File: config.mk
export PLATFORM = sky130hd
export DESIGN_NAME = simt_divergence_stack_control_flat
export DESIGN_NICKNAME = d
export VERILOG_FILES = /design/src/hw/rtl/simtds_pkg.sv /design/src/hw/rtl/simtds_if.sv /design/src/hw/rtl/simtds_ctrl.sv /design/src/hw/rtl/simtds_datapath.sv /design/src/hw/rtl/simt_divergence_stack_control.sv /design/src/flat_wrapper.sv
export SDC_FILE = /design/constraint.sdc
export NUM_CORES = 1
export LEC_CHECK = 0
export BUFFER_PORTS_ARGS = -buffer_cell sky130_fd_sc_hd__buf_2
export CAP_MARGIN = 20
export CORE_ASPECT_RATIO = 1.1
export CORE_MARGIN = 5
export CORE_UTILIZATION = 40
export DETAILED_ROUTE_END_ITERATION = 10
export SYNTH_ARGS = -nofsm -noshare
export SYNTH_HDL_FRONTEND = slang
export SYNTH_HIERARCHICAL = 1
export SYNTH_SLANG_ARGS = --single-unit
File: constraint.sdc
create_clock -name clk_i -period 7.3 [get_ports clk_i]
set_input_delay 1.46 -clock clk_i [delete_from_list [all_inputs] [get_ports clk_i]]
set_output_delay 1.46 -clock clk_i [all_outputs]
set_load 0.1 [all_outputs]
File: src/hw/rtl/simtds_pkg.sv
// ----------------------------------------------------------------------------
// SIMT divergence stack control package
// Sizes, codes and shared types of the warp control unit.
// ----------------------------------------------------------------------------
`timescale 1ns / 1ps

package simtds_pkg;

  localparam int LANE_COUNT  = 32;
  localparam int STACK_DEPTH = 16;
  localparam int PC_BITS     = 16;

  localparam int SP_W  = $clog2(STACK_DEPTH + 1);
  localparam int IDX_W = $clog2(STACK_DEPTH);

  localparam int ACTION_W   = 3;
  localparam int OFFSET_W   = 16;
  localparam int PRED_W     = 32;
  localparam int STATUS_W   = 3;
  localparam int OUT_PC_W   = 16;
  localparam int OUT_MASK_W = 32;
  localparam int LEVEL_W    = 5;
  localparam int CFG_IDX_W  = 1;
  localparam int CFG_DATA_W = 32;
  localparam int START_PC_W = 16;

  localparam logic [ACTION_W-1:0] ACT_OTHER   = 3'd0;
  localparam logic [ACTION_W-1:0] ACT_BRANCH  = 3'd1;
  localparam logic [ACTION_W-1:0] ACT_SSY     = 3'd2;
  localparam logic [ACTION_W-1:0] ACT_SYNC    = 3'd3;
  localparam logic [ACTION_W-1:0] ACT_BARRIER = 3'd4;

  localparam logic [STATUS_W-1:0] ST_DONE       = 3'd0;
  localparam logic [STATUS_W-1:0] ST_TAKEN      = 3'd1;
  localparam logic [STATUS_W-1:0] ST_BARRIER    = 3'd2;
  localparam logic [STATUS_W-1:0] ST_SYNC_EMPTY = 3'd3;
  localparam logic [STATUS_W-1:0] ST_DIVERGENT  = 3'd4;
  localparam logic [STATUS_W-1:0] ST_OVERFLOW   = 3'd5;

  localparam logic [CFG_IDX_W-1:0] CFG_START_PC    = 1'b0;
  localparam logic [CFG_IDX_W-1:0] CFG_LAUNCH_MASK = 1'b1;

  localparam logic [LANE_COUNT-1:0] ALL_LANES  = {LANE_COUNT{1'b1}};
  localparam logic [SP_W-1:0]       FULL_SP    = SP_W'(STACK_DEPTH);
  localparam logic [LEVEL_W-1:0]    FULL_LEVEL = LEVEL_W'(STACK_DEPTH);

  typedef struct packed {
    logic [LANE_COUNT-1:0] mask;
    logic [PC_BITS-1:0]    target;
    logic [PC_BITS-1:0]    rejoin;
  } simtds_entry_t;

  typedef struct packed {
    logic cfg_write;
    logic latch_in;
    logic read_top;
    logic execute;
  } simtds_cmd_t;

endpackage

File: src/hw/rtl/simtds_if.sv
// ----------------------------------------------------------------------------
// SIMT divergence stack control channels
// Valid/ready channels for configuration, instructions and results.
// ----------------------------------------------------------------------------
`timescale 1ns / 1ps

interface simtds_cfg_if;
  logic                                 valid;
  logic                                 ready;
  logic [simtds_pkg::CFG_IDX_W-1:0]     index;
  logic [simtds_pkg::CFG_DATA_W-1:0]    data;

  modport source (output valid, output index, output data, input ready);
  modport sink (input valid, input index, input data, output ready);
endinterface

interface simtds_in_if;
  logic                                 valid;
  logic                                 ready;
  logic [simtds_pkg::ACTION_W-1:0]      action;
  logic signed [simtds_pkg::OFFSET_W-1:0] branch_offset;
  logic [simtds_pkg::PRED_W-1:0]        lane_predicates;

  modport source (output valid, output action, output branch_offset,
                  output lane_predicates, input ready);
  modport sink (input valid, input action, input branch_offset,
                input lane_predicates, output ready);
endinterface

interface simtds_out_if;
  logic                                 valid;
  logic                                 ready;
  logic [simtds_pkg::STATUS_W-1:0]      status;
  logic [simtds_pkg::OUT_PC_W-1:0]      next_pc;
  logic [simtds_pkg::OUT_MASK_W-1:0]    lane_mask;
  logic [simtds_pkg::LEVEL_W-1:0]       stack_level;

  modport source (output valid, output status, output next_pc, output lane_mask,
                  output stack_level, input ready);
  modport sink (input valid, input status, input next_pc, input lane_mask,
                input stack_level, output ready);
endinterface

File: src/hw/rtl/simtds_ctrl.sv
// ----------------------------------------------------------------------------
// SIMT divergence stack controller
// Sequences accept, stack read, execute and result hand-off.
// ----------------------------------------------------------------------------
`timescale 1ns / 1ps

module simtds_ctrl (
  input  logic                     clk_i,
  input  logic                     rst_ni,
  input  logic                     in_valid_i,
  output logic                     in_ready_o,
  output logic                     out_valid_o,
  input  logic                     out_ready_i,
  input  logic                     cfg_valid_i,
  output logic                     cfg_ready_o,
  output simtds_pkg::simtds_cmd_t  cmd_o
);

  localparam logic [1:0] S_IDLE  = 2'd0;
  localparam logic [1:0] S_FETCH = 2'd1;
  localparam logic [1:0] S_EXEC  = 2'd2;

  logic [1:0] state_q, state_d;
  logic       out_valid_q, out_valid_d;

  always_comb begin
    state_d       = state_q;
    out_valid_d   = out_valid_q & ~out_ready_i;
    cmd_o         = '0;
    cmd_o.cfg_write = cfg_valid_i;
    case (state_q)
      S_IDLE: begin
        if (in_valid_i) begin
          cmd_o.latch_in = 1'b1;
          state_d        = S_FETCH;
        end
      end
      S_FETCH: begin
        cmd_o.read_top = 1'b1;
        state_d        = S_EXEC;
      end
      S_EXEC: begin
        if (!out_valid_q || out_ready_i) begin
          cmd_o.execute = 1'b1;
          out_valid_d   = 1'b1;
          state_d       = S_IDLE;
        end
      end
      default: begin
        state_d = S_IDLE;
      end
    endcase
  end

  always_ff @(posedge clk_i or negedge rst_ni) begin
    if (!rst_ni) begin
      state_q     <= S_IDLE;
      out_valid_q <= 1'b0;
    end else begin
      state_q     <= state_d;
      out_valid_q <= out_valid_d;
    end
  end

  assign in_ready_o  = (state_q == S_IDLE);
  assign out_valid_o = out_valid_q;
  assign cfg_ready_o = 1'b1;

endmodule

File: src/hw/rtl/simtds_datapath.sv
// ----------------------------------------------------------------------------
// SIMT divergence stack datapath
// Warp PC, lane mask, reconvergence PC, divergence stack and result register.
// ----------------------------------------------------------------------------
`timescale 1ns / 1ps

module simtds_datapath (
  input  logic                                  clk_i,
  input  logic                                  rst_ni,
  input  simtds_pkg::simtds_cmd_t               cmd_i,
  input  logic [simtds_pkg::CFG_IDX_W-1:0]      cfg_index_i,
  input  logic [simtds_pkg::CFG_DATA_W-1:0]     cfg_data_i,
  input  logic [simtds_pkg::ACTION_W-1:0]       action_i,
  input  logic signed [simtds_pkg::OFFSET_W-1:0] branch_offset_i,
  input  logic [simtds_pkg::PRED_W-1:0]         lane_predicates_i,
  output logic [simtds_pkg::STATUS_W-1:0]       status_o,
  output logic [simtds_pkg::OUT_PC_W-1:0]       next_pc_o,
  output logic [simtds_pkg::OUT_MASK_W-1:0]     lane_mask_o,
  output logic [simtds_pkg::LEVEL_W-1:0]        stack_level_o
);

  localparam int LC  = simtds_pkg::LANE_COUNT;
  localparam int PW  = simtds_pkg::PC_BITS;
  localparam int SPW = simtds_pkg::SP_W;
  localparam int IW  = simtds_pkg::IDX_W;

  logic [simtds_pkg::START_PC_W-1:0] start_pc_q;
  logic [simtds_pkg::CFG_DATA_W-1:0] launch_mask_q;

  logic [PW-1:0]  pc_q, pc_d;
  logic [LC-1:0]  act_q, act_d;
  logic [PW-1:0]  rej_q, rej_d;
  logic [SPW-1:0] sp_q, sp_d;

  logic [simtds_pkg::ACTION_W-1:0] action_q;
  logic [PW-1:0]                   off_q;
  logic [LC-1:0]                   pred_q;
  logic [31:0]                     off_wide;

  simtds_pkg::simtds_entry_t stack_mem [simtds_pkg::STACK_DEPTH];
  simtds_pkg::simtds_entry_t top_q;
  simtds_pkg::simtds_entry_t push_data;
  logic                      push;
  logic [SPW-1:0]            sp_m1;

  logic [simtds_pkg::START_PC_W-1:0] new_start;
  logic [simtds_pkg::CFG_DATA_W-1:0] new_mask;

  logic [LC-1:0]                   taken;
  logic [PW-1:0]                   seq_pc;
  logic [PW-1:0]                   dest_pc;
  logic [simtds_pkg::STATUS_W-1:0] st;

  logic [simtds_pkg::STATUS_W-1:0]   status_q;
  logic [simtds_pkg::OUT_PC_W-1:0]   next_pc_q;
  logic [simtds_pkg::OUT_MASK_W-1:0] lane_mask_q;
  logic [simtds_pkg::LEVEL_W-1:0]    level_q;

  assign off_wide = 32'(branch_offset_i);
  assign sp_m1    = sp_q - SPW'(1);

  always_comb begin
    new_start = start_pc_q;
    new_mask  = launch_mask_q;
    case (cfg_index_i)
      simtds_pkg::CFG_START_PC:    new_start = cfg_data_i[simtds_pkg::START_PC_W-1:0];
      simtds_pkg::CFG_LAUNCH_MASK: new_mask  = cfg_data_i;
      default: begin
      end
    endcase
  end

  always_comb begin
    taken     = act_q & pred_q;
    seq_pc    = pc_q + PW'(1);
    dest_pc   = pc_q + off_q;
    pc_d      = pc_q;
    act_d     = act_q;
    rej_d     = rej_q;
    sp_d      = sp_q;
    st        = simtds_pkg::ST_DONE;
    push      = 1'b0;
    push_data = '{mask: act_q & ~taken, target: seq_pc, rejoin: rej_q};
    case (action_q)
      simtds_pkg::ACT_BRANCH: begin
        if (taken == '0) begin
          pc_d = seq_pc;
        end else if (taken == act_q) begin
          pc_d = dest_pc;
          st   = simtds_pkg::ST_TAKEN;
        end else if (sp_q == simtds_pkg::FULL_SP) begin
          st = simtds_pkg::ST_OVERFLOW;
        end else begin
          push  = 1'b1;
          act_d = taken;
          pc_d  = dest_pc;
          sp_d  = sp_q + SPW'(1);
          st    = simtds_pkg::ST_TAKEN;
        end
      end
      simtds_pkg::ACT_SSY: begin
        if (sp_q == simtds_pkg::FULL_SP) begin
          st = simtds_pkg::ST_OVERFLOW;
        end else begin
          push      = 1'b1;
          push_data = '{mask: act_q, target: dest_pc, rejoin: rej_q};
          rej_d     = dest_pc;
          pc_d      = seq_pc;
          sp_d      = sp_q + SPW'(1);
        end
      end
      simtds_pkg::ACT_SYNC: begin
        if (sp_q == '0) begin
          st = simtds_pkg::ST_SYNC_EMPTY;
        end else begin
          sp_d  = sp_m1;
          act_d = top_q.mask;
          rej_d = top_q.rejoin;
          pc_d  = (top_q.target == pc_q) ? seq_pc : top_q.target;
        end
      end
      simtds_pkg::ACT_BARRIER: begin
        if (act_q != simtds_pkg::ALL_LANES) begin
          st = simtds_pkg::ST_DIVERGENT;
        end else begin
          st   = simtds_pkg::ST_BARRIER;
          pc_d = seq_pc;
        end
      end
      default: begin
        pc_d = seq_pc;
      end
    endcase
  end

  always_ff @(posedge clk_i or negedge rst_ni) begin
    if (!rst_ni) begin
      start_pc_q    <= '0;
      launch_mask_q <= '1;
      pc_q          <= '0;
      act_q         <= simtds_pkg::ALL_LANES;
      rej_q         <= '0;
      sp_q          <= '0;
    end else if (cmd_i.cfg_write) begin
      start_pc_q    <= new_start;
      launch_mask_q <= new_mask;
      pc_q          <= PW'(new_start);
      act_q         <= new_mask[LC-1:0];
      rej_q         <= '0;
      sp_q          <= '0;
    end else if (cmd_i.execute) begin
      pc_q  <= pc_d;
      act_q <= act_d;
      rej_q <= rej_d;
      sp_q  <= sp_d;
    end
  end

  always_ff @(posedge clk_i) begin
    if (cmd_i.latch_in) begin
      action_q <= action_i;
      off_q    <= off_wide[PW-1:0];
      pred_q   <= lane_predicates_i[LC-1:0];
    end
  end

  always_ff @(posedge clk_i) begin
    if (cmd_i.read_top) begin
      top_q <= stack_mem[sp_m1[IW-1:0]];
    end
    if (cmd_i.execute && push) begin
      stack_mem[sp_q[IW-1:0]] <= push_data;
    end
  end

  always_ff @(posedge clk_i) begin
    if (cmd_i.execute) begin
      status_q    <= st;
      next_pc_q   <= simtds_pkg::OUT_PC_W'(pc_d);
      lane_mask_q <= simtds_pkg::OUT_MASK_W'(act_d);
      level_q     <= simtds_pkg::LEVEL_W'(sp_d);
    end
  end

  assign status_o      = status_q;
  assign next_pc_o     = next_pc_q;
  assign lane_mask_o   = lane_mask_q;
  assign stack_level_o = level_q;

endmodule

File: src/hw/rtl/simt_divergence_stack_control.sv
// ----------------------------------------------------------------------------
// SIMT divergence stack control top level
// Flow: an accepted instruction item is latched, the stack top is read into a
// register, then the execute step writes the result register; no new item is
// taken before that execute step. Results wait in an output register.
// Reset: start PC 0, all lanes active, empty stack; stack memory is not cleared.
// ----------------------------------------------------------------------------
`timescale 1ns / 1ps

module simt_divergence_stack_control (
  input  logic         clk_i,
  input  logic         rst_ni,
  simtds_cfg_if.sink   cfg_i,
  simtds_in_if.sink    in_i,
  simtds_out_if.source out_o
);

  simtds_pkg::simtds_cmd_t cmd;

  simtds_ctrl u_ctrl (
    .clk_i       (clk_i),
    .rst_ni      (rst_ni),
    .in_valid_i  (in_i.valid),
    .in_ready_o  (in_i.ready),
    .out_valid_o (out_o.valid),
    .out_ready_i (out_o.ready),
    .cfg_valid_i (cfg_i.valid),
    .cfg_ready_o (cfg_i.ready),
    .cmd_o       (cmd)
  );

  simtds_datapath u_datapath (
    .clk_i             (clk_i),
    .rst_ni            (rst_ni),
    .cmd_i             (cmd),
    .cfg_index_i       (cfg_i.index),
    .cfg_data_i        (cfg_i.data),
    .action_i          (in_i.action),
    .branch_offset_i   (in_i.branch_offset),
    .lane_predicates_i (in_i.lane_predicates),
    .status_o          (out_o.status),
    .next_pc_o         (out_o.next_pc),
    .lane_mask_o       (out_o.lane_mask),
    .stack_level_o     (out_o.stack_level)
  );

endmodule

File: src/flat_wrapper.sv
// flat-port wrapper written by rule: the top's interface ports become plain ports
module simt_divergence_stack_control_flat 
  (clk_i, rst_ni, cfg_i_valid, cfg_i_index, cfg_i_data, cfg_i_ready, in_i_valid, in_i_action, in_i_branch_offset, in_i_lane_predicates, in_i_ready, out_o_valid, out_o_status, out_o_next_pc, out_o_lane_mask, out_o_stack_level, out_o_ready);
  simtds_cfg_if cfg_i_i ();
  simtds_in_if in_i_i ();
  simtds_out_if out_o_i ();
  input  logic clk_i;
  input  logic rst_ni;
  input wire logic [$bits(cfg_i_i.valid)-1:0] cfg_i_valid;
  input wire logic [$bits(cfg_i_i.index)-1:0] cfg_i_index;
  input wire logic [$bits(cfg_i_i.data)-1:0] cfg_i_data;
  output wire logic [$bits(cfg_i_i.ready)-1:0] cfg_i_ready;
  input wire logic [$bits(in_i_i.valid)-1:0] in_i_valid;
  input wire logic [$bits(in_i_i.action)-1:0] in_i_action;
  input wire logic [$bits(in_i_i.branch_offset)-1:0] in_i_branch_offset;
  input wire logic [$bits(in_i_i.lane_predicates)-1:0] in_i_lane_predicates;
  output wire logic [$bits(in_i_i.ready)-1:0] in_i_ready;
  output wire logic [$bits(out_o_i.valid)-1:0] out_o_valid;
  output wire logic [$bits(out_o_i.status)-1:0] out_o_status;
  output wire logic [$bits(out_o_i.next_pc)-1:0] out_o_next_pc;
  output wire logic [$bits(out_o_i.lane_mask)-1:0] out_o_lane_mask;
  output wire logic [$bits(out_o_i.stack_level)-1:0] out_o_stack_level;
  input wire logic [$bits(out_o_i.ready)-1:0] out_o_ready;
  assign cfg_i_i.valid = cfg_i_valid;
  assign cfg_i_i.index = cfg_i_index;
  assign cfg_i_i.data = cfg_i_data;
  assign cfg_i_ready = cfg_i_i.ready;
  assign in_i_i.valid = in_i_valid;
  assign in_i_i.action = in_i_action;
  assign in_i_i.branch_offset = in_i_branch_offset;
  assign in_i_i.lane_predicates = in_i_lane_predicates;
  assign in_i_ready = in_i_i.ready;
  assign out_o_valid = out_o_i.valid;
  assign out_o_status = out_o_i.status;
  assign out_o_next_pc = out_o_i.next_pc;
  assign out_o_lane_mask = out_o_i.lane_mask;
  assign out_o_stack_level = out_o_i.stack_level;
  assign out_o_i.ready = out_o_ready;
  simt_divergence_stack_control u_core (.clk_i(clk_i), .rst_ni(rst_ni), .cfg_i(cfg_i_i), .in_i(in_i_i), .out_o(out_o_i));
endmodule
# == Word-level counts from Yosys, hierarchy flattened ==
# Memories as Yosys holds them, arrays and structs flattened. A register that Yosys moved wholly into a read port is not among the register bits.
# Index checks and enable logic that the tools add are counted.
# classes
eq_ne,14
n_reduce_logical,10
add_sub_neg,4
n_mux,56
bitwise_logic,5
# ops
cell,count
16-bit two-way mux,14
32-bit two-way mux,7
64-bit two-way mux,2
32-bit AND,2
16-bit one-hot mux with 4 select lines,1
32-bit one-hot mux with 2 select lines,1
32-bit equality test,1
32-bit logical NOT,1
"32-bit inequality test, second input constant",1
32-bit NOT,1
16-bit one-hot mux with 2 select lines,1
5-bit two-way mux,6
"16-bit by 1-bit adder with 16-bit output, second input constant",1
16-bit adder,1
16-bit equality test,1
3-bit two-way mux,5
5-bit one-hot mux with 3 select lines,1
1-bit two-way mux,12
3-bit one-hot mux with 4 select lines,1
"3-bit by 2-bit equality test with 1-bit output, second input constant",2
2-bit two-way mux,3
"3-bit inequality test, second input constant",2
2-bit one-hot mux with 3 select lines,1
"5-bit by 1-bit adder with 5-bit output, second input constant",1
other kinds (19),20
# word_totals
ramBits,1024
out_inout_bits,59
input_bits,89
elab_cells,105
reg_bits,227
memories,1
# mem_list
name,words,word_bits,read_ports,rd_ports_with_merged_regs,wr,line,rtl
u_core.u_datapath.stack_mem,16,64,1,1,1,simtds_datapath.sv:40,simtds_pkg::simtds_entry_t stack_mem [simtds_pkg::STACK_DEPTH];

# == Logic depth before layout (Yosys ltp) ==
# Gate-level depths: netlist of run 1.
# logic_depth
ltp_word,8
depth_mapped,15
depth_no_buf,12

# == By module ==
# The synthesis of run 1 kept the hierarchy.
# modules_own_cells
module,n_inst,cells_per_inst,seq_area_each_um2,area_each_um2
simtds_datapath,1,2260,30324.1,41959.0
simtds_ctrl,1,15,75.1,151.4

# == Worst setup path after synthesis of run 1 ==
# No wires, ideal clock.
# synth_timing
kind,input port to flip-flop
start,input port out_o_ready
end,"memory u_core/u_datapath/stack_mem[2][16] in the netlist's numbering, enable pin"
setup_ns,0.513
arrival_ns,8.266
t_required_ns,6.787
n_path_buf,1
path_slack_ns,-1.479
cell_stages,7
path_cell_list,nand2b_1 nor2b_1 clkbuf_1 inv_1 nor2_1 nand2_1 nor3_1
# synth_lines
item,line,rtl
from (decl),flat_wrapper.sv:23,input wire logic [$bits(out_o_i.ready)-1:0] out_o_ready;
to (decl),simtds_datapath.sv:40,

# == Worst setup path in the final report of run 1 ==
# layout_timing
start,register u_core.u_datapath.sp_q[0]
end,"memory u_core/u_datapath/stack_mem[6][56] in the netlist's numbering, enable pin"
# layout_between
elab_chain_cells,8
# layout_lines
item,line,rtl
from (decl),simtds_datapath.sv:33,"logic [SPW-1:0] sp_q, sp_d;"
from (signal assigned),simtds_datapath.sv:155,sp_q <= sp_d;
5-bit equality test,"simtds_datapath.sv:91, simtds_datapath.sv:102",
1-bit two-way mux,"simtds_datapath.sv:91, simtds_datapath.sv:102",
1-bit two-way mux,simtds_datapath.sv:88,end else if (taken == act_q) begin
1-bit two-way mux,simtds_datapath.sv:86,if (taken == '0) begin
1-bit one-hot mux with 2 select lines,simtds_datapath.sv:84,case (action_q)
1-bit logical AND,simtds_datapath.sv:171,if (cmd_i.execute && push) begin
1-bit two-way mux,simtds_datapath.sv:171,
1-bit two-way mux (implied by the code),simtds_datapath.sv:172,stack_mem[sp_q[IW-1:0]] <= push_data;
# Parallel ways exist; a longest one is shown, timed or not.

==> results of run 1 <==
==> layout by cell type (no fill, tap or decap), types with 23 or more instances in the layout <==
cell type  instances
dfrtp_1           39
buf_4             83
mux2_2            93
nand3_1           40
nor2_1            50
edfxtp_1         923
nand2b_1          33
mux4_2           240
o21ai_1           87
inv_1             23
o21ai_0           48
nand2_1          147
nor2b_1           42
xnor2_1           27
clkbuf_16         99
buf_2            144
dfstp_2           64
a21oi_1           29
==> worst max-delay path, stage by stage (launching register included) <==
cell     delay [ns]
dfrtp_4        0.95
inv_1          0.31
ha_4           0.29
nand3_1        0.16
nand2_2        0.07
inv_1          0.24
a31oi_1        0.15
nor2_1         0.45
nand2_1        0.36
nor2_4         0.91
buf_4          0.46
==> per-layer routing <==
| metal | track usage | share of wire |
|---|---|---|
| met3 | 0.0423 | 0.085 |
| met5 | 0 | 0 |
| met4 | 0.0389 | 0.017 |
| met2 | 0.298 | 0.45 |
| met1 | 0.292 | 0.44 |
==> registers in the layout, indices dropped and copies added (netlist names) <==
register	cells
u_core/u_datapath/sp_q	5
u_core/u_datapath/launch_mask_q	32
u_core/u_datapath/top_q	48
u_core/u_datapath/stack_mem	768
u_core/u_datapath/next_pc_o	16
u_core/u_datapath/pred_q	32
u_core/u_datapath/stack_level_o	5
u_core/u_datapath/act_q	32
u_core/u_datapath/lane_mask_o	32
u_core/u_datapath/status_o	3
u_core/u_datapath/action_q	3
u_core/u_ctrl/out_valid_o	1
u_core/u_datapath/off_q	16
u_core/u_ctrl/state_q	2
u_core/u_datapath/pc_q	16
u_core/u_datapath/start_pc_q	16
==> worst paths after layout <==
kind	endpoint	slack, ns	from	depth (start not counted)
setup reg to reg	u_core/u_datapath/stack_mem[6][56]	2.52	u_core/u_datapath/sp_q[0]	10
hold / removal	u_core/u_datapath/start_pc_q[1]	0.51	u_core/u_datapath/start_pc_q[1]	1
setup / recovery	u_core/u_datapath/stack_mem[6][56]	2.52	u_core/u_datapath/sp_q[0]	10
hold reg to reg	u_core/u_datapath/start_pc_q[1]	0.51	u_core/u_datapath/start_pc_q[1]	1
max in group asynchronous	u_core/u_ctrl/state_q[0]	5.18	rst_ni	2
min in group asynchronous	u_core/u_datapath/pc_q[10]	0.75	rst_ni	1
==> kinds of logic after synthesis <==
family	Yosys count	share of synthesized area
other	1	0.0000891
multiplexers	349	0.157
buffers and inverters	148	0.0144
AO/OA/AOI/OAI	285	0.0441
flip-flops	1027	0.722
adder cells (fa/ha/maj)	22	0.00671
XOR/XNOR	47	0.0101
AND/OR/NAND/NOR	396	0.0456
==> power by group through the flow <==
stage / Clock, mW / Sequential [mW] / Combinational (mW)
after floorplan: 0 / 7.90 / 1.77
after global placement: 0 / 7.61 / 3.20
after detailed placement: 0 / 7.62 / 3.27
after CTS: 5.30 / 7.50 / 3.28
after global routing: 5.55 / 7.54 / 3.50
final: 5.19 / 7.51 / 3.29
==> per-stage QoR <==
stage | area (um^2) | std cells | utilization | power (mW)
floorplan | 42100 | 2275 | - | 9.68
global placement | 44900 | 3758 | 0.430 | 10.8
detailed placement | 45000 | 3767 | 0.432 | 10.9
CTS | 48300 | 3949 | 0.463 | 16.1
global route | 48400 | 3957 | 0.464 | 16.6
finish | 48400 | 3958 | 0.464 | 16.0
==> area by class of cell <==
class | instances | share of cell area
antenna | 1 | 0.0000517
clock buffer | 121 | 0.0533
clock inverter | 61 | 0.0144
inverter | 24 | 0.00186
multi-input combinational | 1100 | 0.234
sequential | 1027 | 0.628
tap | 1386 | 0.0358
timing repair buffer | 238 | 0.0326
==> impl_metrics.yaml, run 1 <==
timing:
  tns_ns: 0
  hold_ws_ns: 0.505
  fmax_ghz: 0.209
  max_slew.worst_pin.slew_ns: 1.09
  worst_slack_ns: 2.52
  hold_viol_final: 0
  slew_viol_final: 0
  relSlewSlack: 0.271
  clock_skew_ns: 0.0207
  setup_viol: 0
  rsz0062_at_grt: "false"
  period_share: 0.654
  period_minus_slack_ns: 4.78
synthesis:
  synth_most_common_cell: "edfxtp_1"
  syn_inst: 2275
  netlist.area_leader.share: 0.658
  ys_async_sr_fraction: 0.101
  avgSynthCellArea_um2: 18.5
  yosysTopAreaCell: "edfxtp_1"
  ys_top_cells_by_area: "edfxtp_1 (66%), mux4_2 (13%), dfstp_2 (4.0%)"
  ys_seq_area_frac: 0.722
  synth_warnings: 6
  ys_ff_latch: 1027
  syn_area_um2: 42100
  syn_nets: 2386
  synth_cell_types: 75
  synth_commonest_cells: "edfxtp_1 (923), mux4_2 (240), nand2_1 (148)"
  synth_enable_flop_cells: 923
  ys.flop_type: "edfxtp_1"
clock_tree:
  cts_sinks: 1027
  numCtsBuffers: 99
  postCtsResizedCells: 0
  root_buffer: "clkbuf_16"
  post-cts-setup-buffers: 0
  insertion_delay_ns: 0.67
  clk_pin_slew_ns: 0.07
  htree_levels: 3
  tritoncts: "yes"
  ctsHoldBuffers: 0
  clk_path_buf_depth: 3
worst_setup_path:
  required_ns: 7.63
  path_class: "reg2reg"
  crit_path_end_kind: "flip-flop"
  arrival_ns: 5.10
  cp_max_fo: 43
  cp-start-kind: "flip-flop"
drt:
  wl_per_cell_um: 28.0
  drtIter0Drc: 2674
  detail-route-antenna-nets: 0
  routed_wl_um: 111000
  num_vias: 22556
  vias_per_cell: 5.70
  first_pass_iters: 5
  drcViolationCount: 0
min_path:
  hold_path.class: "reg2reg"
place:
  port_buffers: 146
  hpwl_um: 72900
  place_ws_ns: 2.49
  routabilityCongestion: 0.905
power:
  p_switching_mw: 4.75
  power.leakage_nw: 15.8
  p_int_mw: 11.2
  comb_power_share: 0.206
  p_per_area_nw_per_um2: 330
  p_seq_frac: 0.470
  clock_power_share: 0.325
  p_sw_frac: 0.297
  vdd.ir_drop.worst_mv: 0.228
layout:
  regArea_um2: 30400
  multi_input_area_um2: 11300
  nets: 2601
  area_delta_synth_final_pct: 14.9
  fillers: 8748
  layout-drive-gt1-share: 0.320
grt:
  grt_pass1_wl_um: 162000
  grt_max_degree: 122
  antenna_found_initial: 6
  gr-total-overflow: 0
  grt_usage: 0.195
  grt_pass1_vias: 22826
floorplanning:
  pin_count: 148
  die_w_um: 319
  fp.dieH_um: 350
  core.rowCount: 124
  dieArea_um2: 112000
  initial_core_util: 0.404
  core_um2: 104000
outcome:
  outcome: "finished clean"
flow_run:
  maxCapViolCount: 0
Power figures use the tool's default switching activity.
==> run 2, diff against run 1 <==
==> constraint.sdc (replaced) <==
create_clock -name clk_i -period 3.9 [get_ports clk_i]
set_input_delay 0.78 -clock clk_i [delete_from_list [all_inputs] [get_ports clk_i]]
set_output_delay 0.78 -clock clk_i [all_outputs]
set_load 0.1 [all_outputs]
==> impl_metrics.yaml, run 2 (synthesis gave the netlist of run 1 again) <==
outcome:
  outcome: "finished clean"
drt:
  routed_wl_um: 112000
  detail-route-antenna-nets: 0
  first_pass_iters: 5
  drcViolationCount: 0
  wl_per_cell_um: 28.2
  num_vias: 22834
  drtIter0Drc: 2347
  vias_per_cell: 5.73
place:
  hpwl_um: 67800
  place_ws_ns: 0.190
  port_buffers: 146
  post_dp_cell_area_um2: 45500
  routabilityCongestion: 0.864
  placed_cells: 3791
worst_setup_path:
  slowest_delay_ns: 0.51
  cp-start-kind: "flip-flop"
  path_delay_family: "compound AO/OA/AOI/OAI gates"
  cp_slowest_cell: "dfrtp_1"
  required_ns: 4.40
  r2r_slack_ns: 0.39
  path_class: "reg2reg"
  cp_max_fo: 16
  crit_path_end_kind: "flip-flop"
  cp_cell_sequence: "ha_1, inv_1, fa_1, nor2b_1, o31a_1, o31ai_1, buf_4, a2111oi_2, a31oi_1, xnor2_1, nor2_1, a31oi_1, buf_4"
  cp_num_buf_inv: 3
  arrival_ns: 4.01
grt:
  antenna_found_initial: 7
  grt_pass1_vias: 23431
  grt_pass1_wl_um: 164000
  grt_max_degree: 147
  gr-total-overflow: 0
  grt_usage: 0.199
timing:
  hold_ws_ns: 0.144
  relSlewSlack: 0.320
  hold_viol_final: 0
  rsz0062_at_grt: "false"
  period_minus_slack_ns: 3.51
  setup_viol: 0
  period_share: 0.899
  worst_slack_ns: 0.393
  fmax_ghz: 0.285
  slew_viol_final: 0
  max_slew.worst_pin.slew_ns: 1.01
  tns_ns: 0
  clock_skew_ns: 0.0286
layout:
  finish.utilization: 0.469
  nets: 2627
  final_common_cell: "edfxtp_1"
  fin_area_um2: 48900
  largest_reg_flops: 768
  area_delta_synth_final_pct: 16.2
  layout-drive-gt1-share: 0.333
  final_cells: 3988
  fillers: 8751
  final_cell_mix: "edfxtp_1 (923), mux4_2 (240), buf_2 (144), nand2_1 (144), clkbuf_16 (99)"
power:
  p_int_mw: 21.2
  power.leakage_nw: 16.0
  p_sw_frac: 0.295
  p_seq_frac: 0.464
  p_total_mw: 30.1
  p_per_area_nw_per_um2: 615
  comb_power_share: 0.209
  vdd.ir_drop.worst_mv: 0.372
  p_switching_mw: 8.87
  clock_power_share: 0.326
clock_tree:
  cts_sinks: 1027
  post-cts-setup-buffers: 0
  clk_path_buf_depth: 3
  clk_pin_slew_ns: 0.06
  ctsHoldBuffers: 0
  root_buffer: "clkbuf_16"
  tritoncts: "yes"
  insertion_delay_ns: 0.68
  postCtsResizedCells: 0
  htree_levels: 3
  numCtsBuffers: 99
min_path:
  hold_path.class: "in2async"
floorplanning:
  pin_count: 148
  core_um2: 104000
  core.rowCount: 124
  dieArea_um2: 112000
  die_w_um: 319
  fp.dieH_um: 350
  initial_core_util: 0.404
flow_run:
  maxCapViolCount: 0
## run 2: cell types whose count changed in the layout (fill, tap and decap cells not counted), moves of 3 or more
cell      previous run  this run
clkinv_2            16        19
buf_12               7        30
buf_4               83        89
clkbuf_1            20        17
a21boi_1            11         1
nand2_1            147       144
clkinv_1            15        11
a21boi_0            15        25
## run 2: path summary, 6_finish.rpt
check / to / startpoint / cells past startpoint
setup / recovery: u_core/u_datapath/stack_mem[14][30] / u_core/u_datapath/pc_q[0] / 13
min in group clk_i: u_core/u_datapath/pred_q[12] / in_i_lane_predicates[12] / 1
hold reg to reg: u_core/u_datapath/start_pc_q[7] / u_core/u_datapath/start_pc_q[7] / 1
hold / removal: u_core/u_datapath/pc_q[14] / rst_ni / 2
max in group asynchronous: u_core/u_ctrl/out_valid_o / rst_ni / 2
setup reg to reg: u_core/u_datapath/stack_mem[14][30] / u_core/u_datapath/pc_q[0] / 13
## run 2: area by class of cell
type	count	area, um^2	share of cell area
antenna	3	7.51	0.000153
clock buffer	118	2570	0.0525
clock inverter	66	771	0.0158
inverter	24	95.1	0.00194
multi-input combinational	1100	11300	0.232
sequential	1027	30400	0.621
tap	1386	1730	0.0354
timing repair buffer	264	2020	0.0412
## run 2: power by group through the flow
stage / registers, mW / clock network, mW / logic, mW
after global placement: 14.2 / 0 / 6.14
after floorplan: 14.8 / 0 / 3.36
final: 14.0 / 9.82 / 6.30
after detailed placement: 14.2 / 0 / 6.24
after CTS: 14.0 / 10.0 / 6.27
after global routing: 14.0 / 10.5 / 6.69
## run 2: metal layers
layer | track usage | wire length, um | vias to the layer above
li1 | - | - | 9628
met1 | 0.280 | 47200 | 12098
met2 | 0.314 | 52900 | 933
met3 | 0.0418 | 8870 | 175
met4 | 0.0644 | 3560 | 0
met5 | 0 | 0 | -
## run 2: worst register-to-register path, stage by stage, from the launching register on
cell	delay [ns]
dfrtp_1	0.51
ha_1	0.25
inv_1	0.07
fa_1	0.41
nor2b_1	0.18
o31a_1	0.20
o31ai_1	0.08
buf_4	0.15
a2111oi_2	0.46
a31oi_1	0.19
xnor2_1	0.23
nor2_1	0.06
a31oi_1	0.28
buf_4	0.28
==> run 3, diff against run 2 <==
--- a/config.mk
+++ b/config.mk
@@ -5,9 +5,9 @@
 export SDC_FILE = /design/constraint.sdc
 export NUM_CORES = 1
 export LEC_CHECK = 0
+export ABC_AREA = 1
 export BUFFER_PORTS_ARGS = -buffer_cell sky130_fd_sc_hd__buf_2
-export CAP_MARGIN = 20
-export CORE_ASPECT_RATIO = 1.1
+export CORE_ASPECT_RATIO = 0.5
 export CORE_MARGIN = 5
 export CORE_UTILIZATION = 40
 export DETAILED_ROUTE_END_ITERATION = 10
==> impl_metrics.yaml, run 3 <==
floorplanning:
  die_w_um: 477
  core.rowCount: 85
  dieArea_um2: 116000
  initial_core_util: 0.404
  pin_count: 148
  fp.dieH_um: 244
  core_um2: 108000
flow_run:
  maxCapViolCount: 0
layout:
  multi_input_area_um2: 12000
  final_cells: 5286
  area_delta_synth_final_pct: 13.7
  layout-drive-gt1-share: 0.165
  fillers: 9655
  diodes: 0
  fin_area_um2: 49600
  finish.utilization: 0.459
  largest_reg_flops: 768
  nets: 3885
  regArea_um2: 30400
  final_cell_mix: "edfxtp_1 (923), nand2_1 (517), nor2_1 (509), o21ai_0 (419), buf_2 (145)"
  final_common_cell: "edfxtp_1"
worst_setup_path:
  cp_num_buf_inv: 3
  rr_startpoint: "u_core/u_datapath/sp_q[0]"
  slowest_delay_ns: 0.74
  path_class: "reg2reg"
  crit_path_end_kind: "flip-flop"
  reg2regPathDepth: 7
  startpoint: "u_core/u_datapath/sp_q[0]"
  cp_slowest_cell: "buf_4"
  cp-start-kind: "flip-flop"
  worstReg2RegEnd: "u_core/u_datapath/top_q[33]"
  crit_end: "u_core/u_datapath/top_q[33]"
  cpMostUsedCell: "buf_4"
  cp_cell_sequence: "buf_12, buf_4, mux2i_1, o22ai_1, o221ai_1, o21ai_0, buf_4"
  path_delay_family: "buffers and inverters"
  arrival_ns: 3.85
  r2r_slack_ns: 0.50
  cp_num_cells: 7
  required_ns: 4.34
  cp_max_fo: 160
timing:
  period_minus_slack_ns: 3.40
  clock_skew_ns: 0.0345
  slew_viol_final: 0
  hold_viol_final: 0
  relSlewSlack: 0.279
  max_slew.worst_pin.slew_ns: 1.08
  setup_viol: 0
  period_share: 0.872
  rsz0062_at_grt: "false"
  fmax_ghz: 0.294
  tns_ns: 0
power:
  vdd.ir_drop.worst_mv: 0.641
  power.leakage_nw: 17.6
  p_per_area_nw_per_um2: 708
  p_total_mw: 35.1
synthesis:
  synth_cell_types: 54
  avgSynthCellArea_um2: 12.1
  synth_simple_gate_area_frac: 0.131
  synth-xor-area-share: 0.00823
  yosysTopAreaCell: "edfxtp_1"
  ys_async_sr_fraction: 0.101
  syn_area_um2: 43600
  synth_compound_area_frac: 0.0958
  ys_top_cells_by_area: "edfxtp_1 (64%), o21ai_0 (4.8%), nor2_1 (4.5%)"
  syn_nets: 3725
  synth_commonest_cells: "edfxtp_1 (923), nor2_1 (528), nand2_1 (517)"
  ys_seq_area_frac: 0.697
  synth_enable_flop_cells: 923
  synth_warnings: 6
  synth.mux.area_fraction: 0.0280
  ys_ff_latch: 1027
  synth-adder-area-share: 0.00648
  syn_inst: 3614
  synth_top_family_by_area: "simple AND/OR/NAND/NOR gates"
  netlist.area_leader.share: 0.635
  synth_most_common_cell: "edfxtp_1"
  ys.flop_type: "edfxtp_1"
clock_tree:
  clk_path_buf_depth: 3
  post-cts-setup-buffers: 0
  tritoncts: "yes"
  clk_pin_slew_ns: 0.06
  insertion_delay_ns: 0.71
  ctsHoldBuffers: 0
  root_buffer: "clkbuf_16"
  htree_levels: 3
  postCtsResizedCells: 0
  cts_sinks: 1027
  numCtsBuffers: 95
drt:
  wl_per_cell_um: 24.9
  num_vias: 29804
  detail-route-antenna-nets: 0
  drcViolationCount: 0
  drtIter0Drc: 3674
  routed_wl_um: 132000
  first_pass_iters: 7
  vias_per_cell: 5.64
place:
  post_dp_cell_area_um2: 46500
  hpwl_um: 85400
  routabilityCongestion: 0.905
  port_buffers: 146
  placed_cells: 5112
grt:
  grt_pass1_wl_um: 191000
  gr-total-overflow: 0
  antenna_found_initial: 6
  grt_max_degree: 161
  grt_usage: 0.221
  grt_pass1_vias: 27715
min_path:
  hold_path.class: "in2async"
outcome:
  outcome: "finished clean"
[run 3: cell types whose count changed after synthesis, moves of 73 or more]
cell / delta
nor2_1: +466
o21ai_0: +371
nand2_1: +369
mux4_2: -240
inv_1: +111
mux2i_1: +106
mux2_2: -93
nand3_1: +78
o221ai_1: +75
clkbuf_1: +73
[run 3: metrics by stage]
stage	hold slack (ns)	setup slack, ns
after floorplan	0.448	-0.172
after global placement	0.455	0.718
after detailed placement	0.457	0.683
after CTS	0.0800	0.676
after global routing	0.116	0.375
final	0.111	0.498
[run 3: cell families after synthesis]
logic type               count (synthesis)
AO/OA/AOI/OAI                          711
flip-flops                            1027
adder cells (fa/ha/maj)                 22
multiplexers                           122
XOR/XNOR                                41
buffers and inverters                  354
AND/OR/NAND/NOR                       1336
other                                    1
[run 3: where the power goes]
part	switching, mW	internal, mW
logic	8.11	3.03
registers	0.886	13.8
clock network	4.16	5.08
[run 3: layout make-up]
type                            count  share of cell area
Clock buffer                      113              0.0505
Clock inverter                     61              0.0113
Inverter                          147              0.0113
Multi-Input combinational cell   2233               0.241
Sequential cell                  1027               0.613
Tap cell                         1435              0.0362
Timing Repair Buffer              270              0.0361
[run 3: worst min path at each step]
stage / from / to / slack [ns] / depth (start not counted)
final: rst_ni / u_core/u_ctrl/out_valid_o / 0.11 / 1
after global routing: rst_ni / u_core/u_ctrl/out_valid_o / 0.12 / 1
after CTS: rst_ni / u_core/u_ctrl/out_valid_o / 0.08 / 1
after detailed placement: u_core/u_datapath/launch_mask_q[2] / u_core/u_datapath/launch_mask_q[2] / 0.46 / 2
after global placement: u_core/u_datapath/launch_mask_q[3] / u_core/u_datapath/launch_mask_q[3] / 0.46 / 2
after floorplan: u_core/u_datapath/launch_mask_q[0] / u_core/u_datapath/launch_mask_q[0] / 0.45 / 2
[run 3: worst register-to-register path: stages (launching register included)]
cell and delay, ns:
dfrtp_4 0.48, buf_12 0.52, buf_4 1.00, mux2i_1 0.33
o22ai_1 0.13, o221ai_1 0.24, o21ai_0 0.24, buf_4 0.22
[run 3: metal layers]
layer	wire length (um)	part of all wire	global-route usage
met3	14800	0.11	0.0605
met5	13	0.000099	0
met4	2610	0.020	0.0499
met2	53100	0.40	0.300
met1	61100	0.46	0.348
